===== config.mk =====
export PLATFORM = sky130hd
export DESIGN_NAME = string_to_int32_parser_core
export DESIGN_NICKNAME = d
export VERILOG_FILES = /design/src/s2i_pkg.sv /design/src/s2i_in_stage.sv /design/src/s2i_parse_core.sv /design/src/s2i_out_stage.sv /design/src/string_to_int32_parser_core.sv
export SDC_FILE = /design/constraint.sdc
export NUM_CORES = 1
export LEC_CHECK = 0
export ABC_AREA = 1
export BUFFER_PORTS_ARGS = -buffer_cell sky130_fd_sc_hd__buf_2
export CAP_MARGIN = 30
export CORE_ASPECT_RATIO = 0.6
export CORE_UTILIZATION = 50
export DETAILED_ROUTE_END_ITERATION = 10
export PLACE_DENSITY = 0.73
export SLEW_MARGIN = 40
export SYNTH_ARGS = -nofsm -noshare
export SYNTH_HDL_FRONTEND = slang
export SYNTH_SLANG_ARGS = --single-unit

===== constraint.sdc =====
create_clock -name clk_i -period 19.5 [get_ports clk_i]
set_input_delay 0.975 -clock clk_i [delete_from_list [all_inputs] [get_ports clk_i]]
set_output_delay 0.975 -clock clk_i [all_outputs]
set_load 0.02 [all_outputs]

===== src/s2i_pkg.sv =====
// ----------------------------------------------------------------------------
// s2i_pkg
// Shared types, character codes and helpers for the string to int32 parser.
// ----------------------------------------------------------------------------
package s2i_pkg;

  localparam int unsigned CHAR_W     = 8;
  localparam int unsigned BASE_W     = 6;
  localparam int unsigned DIGIT_W    = 6;
  localparam int unsigned VALUE_W    = 32;
  localparam int unsigned OFFSET_W   = 12;
  localparam int unsigned MAX_CHARS_DEF = 4096;
  localparam int unsigned OFFSET_LIMIT  = 4095;

  localparam logic [BASE_W-1:0]  BASE_RESET = 6'd10;
  localparam logic [BASE_W-1:0]  BASE_HEX   = 6'd16;
  localparam logic [VALUE_W-1:0] POS_LIMIT  = 32'h7FFF_FFFF;
  localparam logic [VALUE_W-1:0] NEG_LIMIT  = 32'h8000_0000;

  localparam logic [CHAR_W-1:0] CH_NUL   = 8'h00;
  localparam logic [CHAR_W-1:0] CH_TAB   = 8'h09;
  localparam logic [CHAR_W-1:0] CH_SPACE = 8'h20;
  localparam logic [CHAR_W-1:0] CH_PLUS  = 8'h2B;
  localparam logic [CHAR_W-1:0] CH_MINUS = 8'h2D;
  localparam logic [CHAR_W-1:0] CH_ZERO  = 8'h30;
  localparam logic [CHAR_W-1:0] CH_NINE  = 8'h39;
  localparam logic [CHAR_W-1:0] CH_UC_A  = 8'h41;
  localparam logic [CHAR_W-1:0] CH_UC_X  = 8'h58;
  localparam logic [CHAR_W-1:0] CH_UC_Z  = 8'h5A;
  localparam logic [CHAR_W-1:0] CH_LC_A  = 8'h61;
  localparam logic [CHAR_W-1:0] CH_LC_X  = 8'h78;
  localparam logic [CHAR_W-1:0] CH_LC_Z  = 8'h7A;
  localparam logic [DIGIT_W-1:0] LETTER_BIAS = 6'd10;

  typedef enum logic [2:0] {
    PH_BLANKS = 3'd0,
    PH_SIGNED = 3'd1,
    PH_ZERO   = 3'd2,
    PH_DIGITS = 3'd3,
    PH_DONE   = 3'd4
  } phase_e;

  typedef struct packed {
    logic [CHAR_W-1:0] char_code;
    logic              first_char;
  } req_t;

  typedef struct packed {
    logic signed [VALUE_W-1:0] parsed_value;
    logic                      range_error;
    logic [OFFSET_W-1:0]       end_offset;
  } result_t;

  typedef struct packed {
    logic               valid;
    logic [DIGIT_W-1:0] value;
  } digit_t;

  function automatic digit_t digit_of(input logic [CHAR_W-1:0] c);
    digit_t d;
    d.valid = 1'b1;
    d.value = '0;
    if (c >= CH_ZERO && c <= CH_NINE) begin
      d.value = DIGIT_W'(c - CH_ZERO);
    end else if (c >= CH_LC_A && c <= CH_LC_Z) begin
      d.value = DIGIT_W'(c - CH_LC_A) + LETTER_BIAS;
    end else if (c >= CH_UC_A && c <= CH_UC_Z) begin
      d.value = DIGIT_W'(c - CH_UC_A) + LETTER_BIAS;
    end else begin
      d.valid = 1'b0;
    end
    return d;
  endfunction

endpackage


===== src/s2i_in_stage.sv =====
// ----------------------------------------------------------------------------
// s2i_in_stage
// Input register: holds one character request until the parse step takes it.
// ----------------------------------------------------------------------------
module s2i_in_stage (
  input  logic           clk_i,
  input  logic           rst_ni,
  input  logic           in_valid_i,
  output logic           in_stall_o,
  input  s2i_pkg::req_t  req_i,
  input  logic           advance_i,
  output logic           valid_o,
  output s2i_pkg::req_t  req_o
);
  import s2i_pkg::*;

  logic valid_q, valid_d;
  req_t req_q;
  logic load;

  assign in_stall_o = valid_q && !advance_i;
  assign load       = in_valid_i && !in_stall_o;

  always_comb begin
    if (load) begin
      valid_d = 1'b1;
    end else if (advance_i) begin
      valid_d = 1'b0;
    end else begin
      valid_d = valid_q;
    end
  end

  always_ff @(posedge clk_i or negedge rst_ni) begin
    if (!rst_ni) begin
      valid_q <= 1'b0;
    end else begin
      valid_q <= valid_d;
    end
  end

  always_ff @(posedge clk_i) begin
    if (load) begin
      req_q <= req_i;
    end
  end

  assign valid_o = valid_q;
  assign req_o   = req_q;

endmodule


===== src/s2i_parse_core.sv =====
// ----------------------------------------------------------------------------
// s2i_parse_core
// Parse state, radix register and the per-character step with clamped result.
// ----------------------------------------------------------------------------
module s2i_parse_core #(
  parameter int unsigned MaxChars = s2i_pkg::MAX_CHARS_DEF
) (
  input  logic                            clk_i,
  input  logic                            rst_ni,
  input  logic                            cfg_we_i,
  input  logic [s2i_pkg::BASE_W-1:0]      cfg_wdata_i,
  input  logic                            step_i,
  input  s2i_pkg::req_t                   req_i,
  output logic                            emit_o,
  output s2i_pkg::result_t                result_o
);
  import s2i_pkg::*;

  localparam int unsigned CapInt =
    ((MaxChars - 1) < OFFSET_LIMIT) ? (MaxChars - 1) : OFFSET_LIMIT;
  localparam logic [OFFSET_W-1:0] PosCap = OFFSET_W'(CapInt);

  logic [BASE_W-1:0]   base_q;
  phase_e              phase_q, phase_d;
  logic                neg_q, neg_d;
  logic [VALUE_W-1:0]  mag_q, mag_d;
  logic                ovf_q, ovf_d;
  logic                seen_q, seen_d;
  logic [OFFSET_W-1:0] pos_q, pos_d;

  phase_e              ph_cur;
  logic                neg_cur, ovf_cur, seen_cur;
  logic [VALUE_W-1:0]  mag_cur;
  logic [OFFSET_W-1:0] pos_cur;
  digit_t              dig;
  logic [VALUE_W+BASE_W-1:0] prod;
  logic [VALUE_W+BASE_W:0]   acc;
  logic                stop_c;

  assign ph_cur   = req_i.first_char ? PH_BLANKS : phase_q;
  assign neg_cur  = req_i.first_char ? 1'b0 : neg_q;
  assign mag_cur  = req_i.first_char ? '0 : mag_q;
  assign ovf_cur  = req_i.first_char ? 1'b0 : ovf_q;
  assign seen_cur = req_i.first_char ? 1'b0 : seen_q;
  assign pos_cur  = req_i.first_char ? '0 : pos_q;

  assign dig  = digit_of(req_i.char_code);
  assign prod = mag_cur * base_q;
  assign acc  = {1'b0, prod} + (VALUE_W + BASE_W + 1)'(dig.value);

  // next state
  always_comb begin
    logic c_taken;
    c_taken = 1'b0;
    phase_d = ph_cur;
    neg_d   = neg_cur;
    mag_d   = mag_cur;
    ovf_d   = ovf_cur;
    seen_d  = seen_cur;
    stop_c  = 1'b0;
    pos_d   = (pos_cur < PosCap) ? pos_cur + 1'b1 : pos_cur;

    if (phase_d == PH_BLANKS) begin
      if (req_i.char_code == CH_SPACE || req_i.char_code == CH_TAB) begin
        c_taken = 1'b1;
      end else if (req_i.char_code == CH_PLUS) begin
        phase_d = PH_SIGNED;
        c_taken = 1'b1;
      end else if (req_i.char_code == CH_MINUS) begin
        neg_d   = 1'b1;
        phase_d = PH_SIGNED;
        c_taken = 1'b1;
      end else begin
        phase_d = PH_SIGNED;
      end
    end
    if (!c_taken && phase_d == PH_SIGNED) begin
      if (base_q == BASE_HEX && req_i.char_code == CH_ZERO) begin
        phase_d = PH_ZERO;
        c_taken = 1'b1;
      end else begin
        phase_d = PH_DIGITS;
      end
    end
    if (!c_taken && phase_d == PH_ZERO) begin
      phase_d = PH_DIGITS;
      if (req_i.char_code == CH_LC_X || req_i.char_code == CH_UC_X) begin
        c_taken = 1'b1;
      end else begin
        // the held zero counts as a digit; magnitude stays zero
        seen_d = 1'b1;
      end
    end
    if (!c_taken && phase_d == PH_DIGITS) begin
      if (req_i.char_code == CH_NUL || !dig.valid || dig.value >= base_q) begin
        stop_c  = 1'b1;
        phase_d = PH_DONE;
      end else begin
        seen_d = 1'b1;
        if (acc[VALUE_W+BASE_W:VALUE_W] != '0) begin
          ovf_d = 1'b1;
          mag_d = '1;
        end else begin
          mag_d = acc[VALUE_W-1:0];
        end
      end
    end
  end

  // result
  always_comb begin
    result_o.range_error  = 1'b0;
    result_o.parsed_value = signed'(mag_d);
    if (neg_d) begin
      if (ovf_d || mag_d > NEG_LIMIT) begin
        result_o.parsed_value = signed'(NEG_LIMIT);
        result_o.range_error  = 1'b1;
      end else begin
        result_o.parsed_value = signed'(VALUE_W'(0) - mag_d);
      end
    end else if (ovf_d || mag_d > POS_LIMIT) begin
      result_o.parsed_value = signed'(POS_LIMIT);
      result_o.range_error  = 1'b1;
    end
    result_o.end_offset = seen_d ? pos_cur : '0;
    emit_o              = step_i && stop_c;
  end

  always_ff @(posedge clk_i or negedge rst_ni) begin
    if (!rst_ni) begin
      base_q  <= BASE_RESET;
      phase_q <= PH_BLANKS;
      neg_q   <= 1'b0;
      mag_q   <= '0;
      ovf_q   <= 1'b0;
      seen_q  <= 1'b0;
      pos_q   <= '0;
    end else begin
      if (cfg_we_i) begin
        base_q <= cfg_wdata_i;
      end
      if (step_i) begin
        phase_q <= phase_d;
        neg_q   <= neg_d;
        mag_q   <= mag_d;
        ovf_q   <= ovf_d;
        seen_q  <= seen_d;
        pos_q   <= pos_d;
      end
    end
  end

endmodule


===== src/s2i_out_stage.sv =====
// ----------------------------------------------------------------------------
// s2i_out_stage
// Result register: holds a parsed result until the receiver takes it.
// ----------------------------------------------------------------------------
module s2i_out_stage (
  input  logic              clk_i,
  input  logic              rst_ni,
  input  logic              emit_i,
  input  s2i_pkg::result_t  result_i,
  output logic              advance_o,
  output logic              out_valid_o,
  input  logic              out_stall_i,
  output s2i_pkg::result_t  result_o
);
  import s2i_pkg::*;

  logic    valid_q, valid_d;
  result_t result_q;

  assign advance_o = !valid_q || !out_stall_i;
  assign valid_d   = advance_o ? emit_i : valid_q;

  always_ff @(posedge clk_i or negedge rst_ni) begin
    if (!rst_ni) begin
      valid_q <= 1'b0;
    end else begin
      valid_q <= valid_d;
    end
  end

  always_ff @(posedge clk_i) begin
    if (advance_o && emit_i) begin
      result_q <= result_i;
    end
  end

  assign out_valid_o = valid_q;
  assign result_o    = result_q;

endmodule


===== src/string_to_int32_parser_core.sv =====
// ----------------------------------------------------------------------------
// string_to_int32_parser_core
// Streaming strtol-style parser: one character a request, saturating int32.
//
// Input channel: char_code_i with first_char_i, taken when in_valid_i is high
// and in_stall_o is low. Set first_char_i on a string's first character.
// Output channel: parsed_value_o, range_error_o, end_offset_o, taken when
// out_valid_o is high and out_stall_i is low. One result per string, on
// the character that ends the parse; later characters give none.
// Radix: cfg_we_i writes cfg_wdata_i into the base register (reset 10);
// write only while no string is in flight.
// Each character is parsed from the input register; its result is registered
// in the result register. Throughput: one character per cycle while no
// result stalls, set by the single multiply-add of the accumulator, which
// sits between the input and result registers.
// Reset clears the parse state and both registers' valid bits; base is 10.
// A stalled result holds; the input register then fills and in_stall_o
// rises until the result is taken.
// ----------------------------------------------------------------------------
module string_to_int32_parser_core #(
  parameter int unsigned MaxChars = s2i_pkg::MAX_CHARS_DEF
) (
  input  logic                                clk_i,
  input  logic                                rst_ni,
  input  logic                                cfg_we_i,
  input  logic [s2i_pkg::BASE_W-1:0]          cfg_wdata_i,
  input  logic                                in_valid_i,
  output logic                                in_stall_o,
  input  logic [s2i_pkg::CHAR_W-1:0]          char_code_i,
  input  logic                                first_char_i,
  output logic                                out_valid_o,
  input  logic                                out_stall_i,
  output logic signed [s2i_pkg::VALUE_W-1:0]  parsed_value_o,
  output logic                                range_error_o,
  output logic [s2i_pkg::OFFSET_W-1:0]        end_offset_o
);
  import s2i_pkg::*;

  req_t    req_in, req_s1;
  logic    s1_valid;
  logic    advance;
  logic    emit;
  result_t result_c, result_q;

  assign req_in.char_code  = char_code_i;
  assign req_in.first_char = first_char_i;

  s2i_in_stage u_in_stage (
    .clk_i      (clk_i),
    .rst_ni     (rst_ni),
    .in_valid_i (in_valid_i),
    .in_stall_o (in_stall_o),
    .req_i      (req_in),
    .advance_i  (advance),
    .valid_o    (s1_valid),
    .req_o      (req_s1)
  );

  s2i_parse_core #(
    .MaxChars (MaxChars)
  ) u_parse_core (
    .clk_i       (clk_i),
    .rst_ni      (rst_ni),
    .cfg_we_i    (cfg_we_i),
    .cfg_wdata_i (cfg_wdata_i),
    .step_i      (s1_valid && advance),
    .req_i       (req_s1),
    .emit_o      (emit),
    .result_o    (result_c)
  );

  s2i_out_stage u_out_stage (
    .clk_i       (clk_i),
    .rst_ni      (rst_ni),
    .emit_i      (emit),
    .result_i    (result_c),
    .advance_o   (advance),
    .out_valid_o (out_valid_o),
    .out_stall_i (out_stall_i),
    .result_o    (result_q)
  );

  assign parsed_value_o = result_q.parsed_value;
  assign range_error_o  = result_q.range_error;
  assign end_offset_o   = result_q.end_offset;

  a_clamp_value : assert property (@(posedge clk_i) disable iff (!rst_ni)
    (out_valid_o && range_error_o) |->
      (parsed_value_o == signed'(POS_LIMIT) || parsed_value_o == signed'(NEG_LIMIT)))
    else $error("clamped result not at an int32 limit");

  a_clamp_offset : assert property (@(posedge clk_i) disable iff (!rst_ni)
    (out_valid_o && range_error_o) |-> (end_offset_o != '0))
    else $error("clamped result without a digit offset");

  a_hold_on_stall : assert property (@(posedge clk_i) disable iff (!rst_ni)
    (s1_valid && out_valid_o && out_stall_i) |-> in_stall_o)
    else $error("request taken while result stalled and input register full");

  a_emit_needs_request : assert property (@(posedge clk_i) disable iff (!rst_ni)
    emit |-> (s1_valid && advance))
    else $error("result produced without a request in the input register");

endmodule


Word-level counts from Yosys, hierarchy flattened:

Index checks and enable logic that the tools add are counted.

* register bits: 112
* bits of input ports: 20

* order comparisons: 10
* $mul: 1
* reduce and logical (&&, ||, !) cells: 31
* add/subtract/negate cells: 8
* muxes and demuxes: 50
* equal/unequal tests: 11

Operators with widths (number)
* two-way mux 32 bit: 5
* two-way mux 33 bit: 2
* adder 38 x 6 -> 39 bit: 1
* multiplier 32 x 6 -> 38 bit: 1
* equality test 8 x 6 -> 1 bit (second input constant): 4
* > comparator 32 x 31 -> 1 bit (second input constant): 1
* > comparator 32 bit (second input constant): 1
* subtractor 1 x 32 -> 32 bit (first input constant): 1
* two-way mux 1 bit: 31
* two-way mux 12 bit: 2
* two-way mux 3 bit: 7
* two-way mux 6 bit: 3
* equality test 8 x 7 -> 1 bit (second input constant): 2
* greater-or-equal comparator 8 x 7 -> 1 bit (second input constant): 2
* <= comparator 8 x 7 -> 1 bit (second input constant): 2
* adder 12 x 1 -> 12 bit (second input constant): 1
* adder 6 x 4 -> 6 bit (second input constant): 2
* logical AND 1 bit: 12
* less-than comparator 12 bit (second input constant): 1
* subtractor 6 bit (second input constant): 2
* equality test 8 x 4 -> 1 bit (second input constant): 1
* greater-or-equal comparator 8 x 6 -> 1 bit (second input constant): 1
* <= comparator 8 x 6 -> 1 bit (second input constant): 1
* zero test 1 bit: 8
* other kinds (10): 17

Longest topological paths before layout:

Gate-level depths: netlist of the first run.

* word-level depth: 18
* gate-level depth with buffers: 44
* mapped depth without buffers: 44

By module:

Synthesis of the first run repeated with hierarchy kept, for this count alone.

* cell total of the unflattened synthesis: 1905
* area, all modules: 13844.5 sq um

By module, submodules not included
* s2i_parse_core: seq. area each 1403.8 sq um, cells an instance 1837, times used 1, area an instance 12116.6 sq um
* s2i_out_stage: seq. area each 1376.3 sq um, cells an instance 50, times used 1, area an instance 1392.6 sq um
* s2i_in_stage: seq. area each 295.3 sq um, cells an instance 16, times used 1, area an instance 327.8 sq um
* string_to_int32_parser_core: seq. area each 0.0 sq um, cells an instance 2, times used 1, area an instance 7.5 sq um

Worst setup path after synthesis of the first run:

OpenSTA, ideal clock, no wires.

* path kind: register to register
* start point: register u_in_stage.req_q (netlist bit u_in_stage.req_o[0])
* end point: register, netlist name u_out_stage.result_o[23]
* slack: 13.214 ns
* path buffers: 5
* cell stages (with the launch flop): 37
* clock period less this slack: 6.286 ns
* setup time: 0.143 ns
* data arrival time: 6.143 ns
* path through: edfxtp_1 -> buf_2 -> inv_1 -> clkbuf_1 -> buf_1 -> nand2_1 -> nor2_1 -> fa_1 -> inv_1 -> fa_1 -> fa_1 -> inv_1 -> ha_1 -> ha_1 -> nand2_1 -> nor2_1 -> nand3_1 -> nor3_1 -> nand2_1 -> nand3_1 -> nand2_1 -> nor2_4 -> nand3_2 -> nor2_4 -> buf_6 -> nor2_1 -> nor2_1 -> ha_1 -> nand3_1 -> nor2_2 -> nand2_2 -> nor2_4 -> nand3_2 -> nand2_4 -> nand2_4 -> buf_6 -> o21bai_2

RTL lines
* start: declaration: line s2i_in_stage.sv:18 `req_t req_q;`
* start signal: assignment: line s2i_in_stage.sv:44 `req_q <= req_i;`

==> results of run 1 <==
-- metal layers --
layer	wire length (um)	track usage [%]	part of all wire [%]	up-vias
met1	18100	43.8	47	6012
met5	0	0	0	-
met4	461	4.46	1.2	0
met3	4190	6.83	11	50
met2	16000	38.4	41	603
li1	-	-	-	6039
-- area by class of cell --
cell class	instances	area, um^2
sequential	112	3080
fill	2533	12000
clock inverter	5	45.0
clock buffer	11	264
inverter	265	995
multi-input combinational	1491	9640
tap	360	450
timing repair buffer	78	424
-- cells in the mapped netlist (16+ instances only) --
master and count:
xor2_1 38, clkbuf_1 35, o21bai_1 17, fa_1 124, ha_1 104, edfxtp_1 54
nand2_2 22, dfrtp_1 56, nor3_1 21, a21oi_1 43, o21ai_0 88, nor2_1 348
xnor2_1 19, nor2_2 16, nand2_1 501, nand3_1 69, inv_1 252
-- logic make-up after synthesis --
group	after synthesis
buffers and inverters	316
and+or+nand+nor	1023
DFF	112
AOI/OAI and AO/OA	183
adders and majority gates	228
xor gates and xnor gates	57
-- worst min-delay path by stage --
| stage | from | slack [ps] | to |
|---|---|---|---|
| 6_report | u_parse_core.mag_q[17]$_DFFE_PN0P_ | 490 | u_parse_core.mag_q[17]$_DFFE_PN0P_ |
| 3_3_place_gp | u_parse_core.mag_q[10]$_DFFE_PN0P_ | 470 | u_parse_core.mag_q[10]$_DFFE_PN0P_ |
| 3_5_place_dp | u_parse_core.phase_q[1]$_DFFE_PN0P_ | 470 | u_parse_core.phase_q[1]$_DFFE_PN0P_ |
| 2_1_floorplan | u_parse_core.phase_q[1]$_DFFE_PN0P_ | 450 | u_parse_core.phase_q[1]$_DFFE_PN0P_ |
| 5_1_grt | u_parse_core.mag_q[10]$_DFFE_PN0P_ | 510 | u_parse_core.mag_q[10]$_DFFE_PN0P_ |
| 4_1_cts | u_parse_core.phase_q[1]$_DFFE_PN0P_ | 490 | u_parse_core.phase_q[1]$_DFFE_PN0P_ |
-- power breakdown --
group	internal, mW	total, mW	switching (mW)	leakage (nW)
registers	0.345	0.380	0.0347	1.24
logic	0.399	1.25	0.856	6.45
clock network	0.100	0.193	0.0928	0.155
total	0.844	1.83	0.984	7.84
-- sequential cells by signal, indices dropped and copies added, names as in the netlist --
| name | count |
|---|---|
| u_out_stage.result_o | 45 |
| u_parse_core.seen_q | 1 |
| u_parse_core.ovf_q | 1 |
| u_in_stage.valid_o | 1 |
| u_parse_core.mag_q | 32 |
| u_in_stage.req_o | 9 |
| u_parse_core.phase_q | 3 |
| u_out_stage.out_valid_o | 1 |
| u_parse_core.pos_q | 12 |
| u_parse_core.neg_q | 1 |
| u_parse_core.base_q | 6 |
-- worst register-to-register path: cells and delay by family (launching register included) --
family                     cells  cell delay [ps]
DFF                            1              340
adders and majority gates      6             2720
and+or+nand+nor               23             3690
AOI/OAI and AO/OA              1              220
buffers and inverters          7              920
-- per-stage QoR --
step	power, mW	util, %
after floorplan	1.30	-
after global placement	1.60	54.3
after detailed placement	1.61	54.3
after CTS	1.81	55.4
after global routing	1.99	55.4
final	1.83	55.4
==> out/summary.txt, run 1 <==
P per Cell Area - 123 nW/um^2
Vias in the first global route - 11700
Diodes inserted - 0
Share of cells above drive strength 1 - 9.38%
Crit. Startpoint - u_in_stage.req_o[0]$_DFFE_PP_
Most frequent cells in the layout - 500 x nand2_1, 347 x nor2_1, 252 x inv_1
Post-Syn Nets - 2167
Vias - 12700
Hold Crit Depth - 2
Worst reg2reg path depth - 37
Largest family of logic cells by synthesized area - simple AND/OR/NAND/NOR gates
Reg-to-Reg End - u_out_stage.result_o[16]$_DFFE_PP_
Post-route setup TNS - 0 ps
Pin count of the biggest net entering global routing - 68
# setup viols final - 0
Post-CTS resize count - 0
Core area - 26900 um^2
Final setup margin - 11500 ps
Post-synthesis xor/xnor area fraction - 3.58%
Vias/cell - 5.47
WP data required - 19710 ps
FF-to-FF setup slack - 11500 ps
Total die area - 28600 um^2
Crit-path leading delay family - simple AND/OR/NAND/NOR gates
Slowest library cell on the worst path - fa_1
Synth Instances - 1919
Slew @ Worst Pin - 702 ps
Avg WL per Cell - 16.7 um
H-tree levels - 3
# clock sinks - 112
Placed Area - 14600 um^2
Synth top area cells - fa_1 18%, nand2_1 13%, edfxtp_1 12%, dfrtp_1 10%, nor2_1 9.4%
Adder-cell area share of the yosys netlist - 27.1%
CP startpoint kind - register
Row cnt - 46
Max rail drop VDD - 0.0646 mV
DIE WIDTH - 218 um
Initial Utilization - 51.9%
Leakage - 7.84 nW
Synth Area in Compound Gates - 7.67%
GRT Util Overall - 27.8%
Multiplexer share of the synthesized area - 0%
Nets - 2205
Final hold slack - 486 ps
Worst path most repeated cell - inv_1
Crit-path max cell delay - 550 ps
Clock-pin slew on the worst setup and hold paths - 80 ps
Dpl hpwl - 31600 um
Number of synthesized flops with an enable pin - 54
Slew HR - 53.2%
Design area - 14900 um^2
Post-synthesis cell type count - 48
Pre-CTS setup slack - 11750 ps
Seq/Total Area, Yosys - 22.1%
Slew Limit Fails - 0
CTS root buffer - clkbuf_16
Worst-Skew Late Latency - 370 ps
Commonest non-fill, non-tap cell in the layout - nand2_1
Cell taking the most area after synthesis - fa_1
Peak Freq - 125 MHz
Max_cap viols - 0
Area of the mapped netlist - 13900 um^2
Worst Hold Class - reg2reg
First-pass GRT wire length - 62900 um
Yosys warnings - 0
Routed WL - 38700 um
Crit Path Class - reg2reg
Synthesized area per cell - 7.27 um^2
Drt drc - 0
CTS tree - done
Final Skew - 9.78 ps
CP max FO - 34
TritonCTS buffer count - 9
Final Cycle Share - 41.0%
Post-route ant nets - 0
Status - completed
Initial DRC Count - 1431
Drt pass-1 iters - 6
End of the critical path - u_out_stage.result_o[16]$_DFFE_PP_
Setup repair bufs after CTS - 0
Synth Register Bits - 112
Gpl congestion - 0.951
Worst r2r src - u_in_stage.req_o[0]$_DFFE_PP_
Post-synth top flop - dfrtp_1
IO buf count - 66
Layout Cells excl Fill - 2322
CTS Buffer Depth - 2
Hold Fails Final Rpt - 0
Die height - 131 um
GRT overflow - 0
Top-area cell type share of the netlist area - 17.8%
Asr flop ratio synth - 51.8%
Crit path depth - 37
IO Pins - 67
Buf+Inv Stages, Crit Path - 7
Synth Area in Simple Gates - 30.7%
CP arrival - 8220 ps
Post-CTS Hold Fix Bufs - 0
Initial antenna violation count - 0
P&R area growth vs syn - 6.84%
RSZ-0062 raised after global routing - no
Crit end category - register
Tmin final - 8000 ps
Placed cell count - 2306
Note: power is estimated with default switching activity, not from simulation.
==> inputs of run 2 (changes only) <==
Settings changed: PLACE_DENSITY 0.73 to 0.76.
Clock period 19.5 ns to 7.3 ns, I/O delays scaled along.
==> run 2 against run 1 <==
Sequential power grew to 2.7 times the previous value. Register-to-register slack worse by 11000 ps. Worst hold slack worse by 450 ps. Critical path type unchanged. Worst setup slack worse by 11000 ps. Count of clock-buffer cells in the layout is 1 lower. Power grew to 2.7 times the previous value. Sequential cell count stayed put. Critical endpoint is now u_out_stage.result_o[17]$_DFFE_PP_. Utilization is 1.0 points higher. Largest cell class unchanged. Wire length is 2.1% higher.
==> out/summary.txt, run 2 (synthesis gave the netlist of run 1 again) <==
P per Cell Area - 331 nW/um^2 (+170%)
Hold Fails Final Rpt - 0 (unchanged)
Diodes inserted - 0 (unchanged)
Status - completed
P&R area growth vs syn - 8.81%
Die height - 131 um (unchanged)
Post-CTS Hold Fix Bufs - 0 (unchanged)
Dpl hpwl - 32100 um (+1.5%)
Max rail drop VDD - 0.221 mV (+240%)
Max reg flops - 45 (unchanged)
CTS Buffer Depth - 2 (unchanged)
Final Cycle Share - 95.7% (+55 points)
First-pass GRT wire length - 64400 um (+2.3%)
Initial DRC Count - 1296 (-9.4%)
Crit Path Class - reg2reg
Row cnt - 46 (unchanged)
Net Sw Frac - 53.2% (-0.58 points)
Worst path most repeated cell - nand2_1
Internal power - 2.35 mW (+180%)
CP startpoint kind - register
Most frequent cells in the layout - 496 x nand2_1, 345 x nor2_1, 250 x inv_1
CTS root buffer - clkbuf_16
Slowest library cell on the worst path - fa_1
CP max FO - 18 (-47%)
Sequential power share - 20.2% (-0.6 points)
Pin count of the biggest net entering global routing - 68 (unchanged)
Share of cells above drive strength 1 - 10.6% (+1.3 points)
Vias/cell - 5.47 (about the same)
IO Pins - 67 (unchanged)
Clock-pin slew on the worst setup and hold paths - 80 ps (about the same)
Switching Power - 2.67 mW (+170%)
GRT Util Overall - 28.5% (+0.67 points)
Clk network pwr share - 10.2% (-0.4 points)
Tmin final - 6990 ps (-1020 ps)
WP data required - 7520 ps (-12190 ps)
Post-route ant nets - 0 (unchanged)
Nets - 2226 (+0.95%)
Final Skew - 12.7 ps (+2.94 ps)
Slew @ Worst Pin - 751 ps (+48.6 ps)
Avg WL per Cell - 16.9 um (+1.1%)
H-tree levels - 3 (unchanged)
Crit-path max cell delay - 540 ps (about the same)
Pre-CTS setup slack - 309 ps (-11440 ps)
GRT overflow - 0 (unchanged)
Vias in the first global route - 12000 (+2.8%)
Peak Freq - 143 MHz (+15%)
Slew HR - 49.9% (-3.2 points)
TritonCTS buffer count - 9 (unchanged)
Combinational power share - 69.6% (+0.9 points)
Total die area - 28600 um^2 (unchanged)
Core area - 26900 um^2 (unchanged)
Drt drc - 0 (unchanged)
Leakage - 7.97 nW (+1.7%)
Slew Limit Fails - 0 (unchanged)
# setup viols final - 0 (unchanged)
Drt pass-1 iters - 5 (-1)
Crit end category - register
CP arrival - 7210 ps (-1010 ps)
Max_cap viols - 0 (unchanged)
CTS tree - done
Initial antenna violation count - 1 (+1)
# clock sinks - 112 (unchanged)
Placed cell count - 2319 (+0.56%)
Final Util - 56.4% (+1.0 points)
DIE WIDTH - 218 um (unchanged)
Vias - 12800 (+0.82%)
Total design power - 5.02 mW (+170%)
Routed WL - 39500 um (+2.1%)
Worst-Skew Late Latency - 380 ps (about the same)
Final setup margin - 315 ps (-11180 ps)
Layout Cells excl Fill - 2343 (+0.90%)
Initial Utilization - 51.9% (unchanged)
Final hold slack - 37.2 ps (-448 ps)
Gpl congestion - 0.976 (+2.6%)
IO buf count - 66 (unchanged)
Worst Hold Class - in2async
Commonest non-fill, non-tap cell in the layout - nand2_1
run 2: cell types whose count changed in the layout (fill, tap and decap cells not counted), sizes merged:
| cell | before | now |
|---|---|---|
| buf | 78 | 99 |
| bufinv | 0 | 1 |
| clkbuf | 11 | 10 |
| clkinv | 6 | 5 |
| clkinvlp | 0 | 1 |
run 2: area by class of cell:
class	instances	area [um^2]
timing repair buffer	99	661
clock buffer	10	229
inverter	265	998
multi-input combinational	1491	9690
clock inverter	6	66.3
tap	360	450
sequential	112	3080
fill	2506	11700
run 2: power groups by stage:
stage | clock [mW] | combinational [mW] | sequential [mW]
2_1_floorplan | 0 | 2.37 | 1.11
3_3_place_gp | 0 | 3.30 | 1.02
3_5_place_dp | 0 | 3.35 | 1.02
4_1_cts | 0.519 | 3.38 | 1.01
5_1_grt | 0.537 | 3.88 | 1.03
6_report | 0.514 | 3.49 | 1.01
run 2: path summary, 6_finish.rpt:
path	depth (start not counted)	end	slack, ps	from
hold reg to reg	2	u_parse_core.mag_q[10]$_DFFE_PN0P_	490	u_parse_core.mag_q[10]$_DFFE_PN0P_
min in group clk_i	1	u_in_stage.req_o[2]$_DFFE_PP_	160	char_code_i[1]
setup / recovery	35	u_out_stage.result_o[17]$_DFFE_PP_	310	u_in_stage.req_o[0]$_DFFE_PP_
setup reg to reg	35	u_out_stage.result_o[17]$_DFFE_PP_	310	u_in_stage.req_o[0]$_DFFE_PP_
hold / removal	2	u_parse_core.pos_q[7]$_DFFE_PN0P_	40	rst_ni
max in group asynchronous	2	u_parse_core.mag_q[29]$_DFFE_PN0P_	6830	rst_ni
run 2: stage by stage:
stage | cell area [um^2] | TNS, ps
final | 15200 | 0
after global routing | 15200 | -6.51
after CTS | 15000 | 0
after detailed placement | 14700 | 0
after global placement | 14700 | 0
after floorplan | 13900 | 0
run 2: routing by layer:
layer	vias to the layer above	global-route usage, %	share of wire, %
met5	-	0	0
li1	6091	-	-
met1	6025	44.3	46
met2	629	38.4	40
met4	0	5.91	1.9
met3	63	8.43	12
run 2: critical path: cells and delay by family (launching register included):
| kind | cells | cell delay (ps) |
|---|---|---|
| AOI/OAI and AO/OA | 1 | 180 |
| adders and majority gates | 6 | 2400 |
| DFF | 1 | 470 |
| buffers and inverters | 5 | 890 |
| and+or+nand+nor | 23 | 2880 |
run 2: repair_timing:
item / in CTS / in global routing
gates resized for setup: 0 / 14
hold endpoints to repair: 0 / 0
setup endpoints to repair: 0 / 33
setup buffers: 0 / 8
==> inputs of run 3 (changes only) <==
Settings changed: CORE_UTILIZATION 50 to 35, PLACE_DENSITY 0.76 to 0.58.
==> run 3 against run 2 <==
Non-clock buffer count increased by 9. Sequential power about the same. Clock power is 4.1% lower. Wire length grew 3.2%. Cell count rose by 7.3%. Via count shrank 1.9%. Power is 0.74% lower. Sequential cell count stayed put. Worst setup slack improved by 130 ps. Fmax grew 1.9%. Largest power group unchanged. Final area is 1.5% higher. Critical path depth fell by 1.
==> out/summary.txt, run 3 (synthesis gave the netlist of run 1 again) <==
Nets - 2235 (+0.40%)
First-pass GRT wire length - 66000 um (+2.5%)
GRT Util Overall - 20.6% (-7.9 points)
Core area - 39200 um^2 (+46%)
Drt drc - 0 (unchanged)
Commonest non-fill, non-tap cell in the layout - nand2_1
Crit-path max cell delay - 490 ps (-50 ps)
Worst Hold Class - in2async
Vias in the first global route - 11900 (-0.73%)
Slowest library cell on the worst path - fa_1
Gpl congestion - 0.934 (-4.3%)
Vias - 12600 (-1.9%)
Layout Cells excl Fill - 2514 (+7.3%)
# setup viols final - 0 (unchanged)
Slew @ Worst Pin - 638 ps (-113 ps)
Post-route setup TNS - 0 ps (unchanged)
IO buf count - 66 (unchanged)
Crit Path Class - reg2reg
# fillers - 4087 (+63%)
Slew Limit Fails - 0 (unchanged)
Crit. Startpoint - u_in_stage.req_o[0]$_DFFE_PP_
Crit end category - register
Diodes inserted - 0 (unchanged)
Slew HR - 57.5% (+7.5 points)
Design area - 15400 um^2 (+1.5%)
Max_cap viols - 0 (unchanged)
Worst r2r src - u_in_stage.req_o[0]$_DFFE_PP_
CP arrival - 6950 ps (-260 ps)
Share of cells above drive strength 1 - 11.3% (+0.65 points)
Initial DRC Count - 1322 (+2.0%)
Final setup margin - 447 ps (+132 ps)
Worst path most repeated cell - nand2_1
GRT overflow - 0 (unchanged)
Crit-path leading delay family - simple AND/OR/NAND/NOR gates
DIE WIDTH - 260 um (+19%)
Dpl hpwl - 34000 um (+6.0%)
Die height - 157 um (+19%)
Avg WL per Cell - 16.2 um (-3.9%)
Drt pass-1 iters - 6 (+1)
Total design power - 4.98 mW (-0.74%)
Buf+Inv Stages, Crit Path - 7 (+2)
Final Util - 39.3% (-17 points)
Pre-CTS setup slack - 385 ps (+76.0 ps)
# clock sinks - 112 (unchanged)
Final Cycle Share - 93.9% (-1.8 points)
Max rail drop VDD - 0.141 mV (-36%)
Worst-Skew Late Latency - 360 ps (-20 ps)
Vias/cell - 5.00 (-8.5%)
CTS tree - done
Tmin final - 6850 ps (-132 ps)
Placed cell count - 2498 (+7.7%)
Max reg flops - 45 (unchanged)
Setup repair bufs after CTS - 0 (unchanged)
CTS Buffer Depth - 2 (unchanged)
RSZ-0062 raised after global routing - no
Post-route ant nets - 0 (unchanged)
CTS root buffer - clkbuf_16
Post-CTS resize count - 0 (unchanged)
Final hold slack - 21.9 ps (-15.3 ps)
H-tree levels - 3 (unchanged)
Routed WL - 40800 um (+3.2%)
P per Cell Area - 324 nW/um^2 (-2.2%)
Leakage - 7.99 nW (+0.19%)
Peak Freq - 146 MHz (+1.9%)
Hold Fails Final Rpt - 0 (unchanged)
IO Pins - 67 (unchanged)
FF-to-FF setup slack - 450 ps (+130 ps)
CP startpoint kind - register
Total die area - 40700 um^2 (+42%)
Status - completed
TritonCTS buffer count - 9 (unchanged)
Placed Area - 15000 um^2 (+2.1%)
Pin count of the biggest net entering global routing - 68 (unchanged)
Clock-pin slew on the worst setup and hold paths - 80 ps (about the same)
Initial antenna violation count - 1 (unchanged)
WP data required - 7390 ps (-130 ps)
Initial Utilization - 35.6% (-16 points)
P&R area growth vs syn - 10.4%
Post-CTS Hold Fix Bufs - 0 (unchanged)
CP max FO - 14 (-4)
Final Skew - 9.33 ps (-3.39 ps)
Most frequent cells in the layout - 489 x nand2_1, 346 x nor2_1, 252 x inv_1
Row cnt - 56 (+22%)
==> run 3: worst register-to-register path: cells and delay by family, from the launching register on <==
family                     cells  cell delay, ps
adders and majority gates      5            2100
buffers and inverters          7            1060
DFF                            1             430
and+or+nand+nor               22            2990
==> run 3: worst paths after layout <==
| check | cells past startpoint | endpoint |
|---|---|---|
| min reg2reg | 2 | u_parse_core.phase_q[1]$_DFFE_PN0P_ |
| min | 2 | u_parse_core.pos_q[5]$_DFFE_PN0P_ |
| max in group asynchronous | 2 | u_parse_core.base_q[2]$_DFFE_PN0P_ |
| max reg2reg | 34 | u_out_stage.result_o[44]$_DFFE_PP_ |
| max | 34 | u_out_stage.result_o[44]$_DFFE_PP_ |
| min in group clk_i | 1 | u_in_stage.req_o[7]$_DFFE_PP_ |
==> run 3: layout make-up <==
type / count / area [um^2] / share of cell area [%]
inverters: 265 / 998 / 6.48
well taps: 522 / 653 / 4.24
multi-input cells: 1491 / 9690 / 62.9
clock inverters: 4 / 35.0 / 0.228
repair buffers: 108 / 702 / 4.56
flip-flops and latches: 112 / 3080 / 20.0
clock buffers: 12 / 246 / 1.60
==> run 3: power breakdown <==
group | leakage, nW | switching [mW] | total (mW) | internal [mW]
clock network | 0.138 | 0.246 | 0.493 | 0.246
logic | 6.61 | 2.31 | 3.47 | 1.16
registers | 1.24 | 0.0944 | 1.02 | 0.922
total | 7.99 | 2.65 | 4.98 | 2.33
==> run 3: per-layer routing <==
metal / share of wire (%) / vias to the layer above / GRT usage (%)
li1: - / 6103 / -
met4: 0.68 / 0 / 2.21
met5: 0 / - / 0
met3: 8.4 / 26 / 4.52
met1: 52 / 6034 / 33.4
met2: 39 / 407 / 27.7
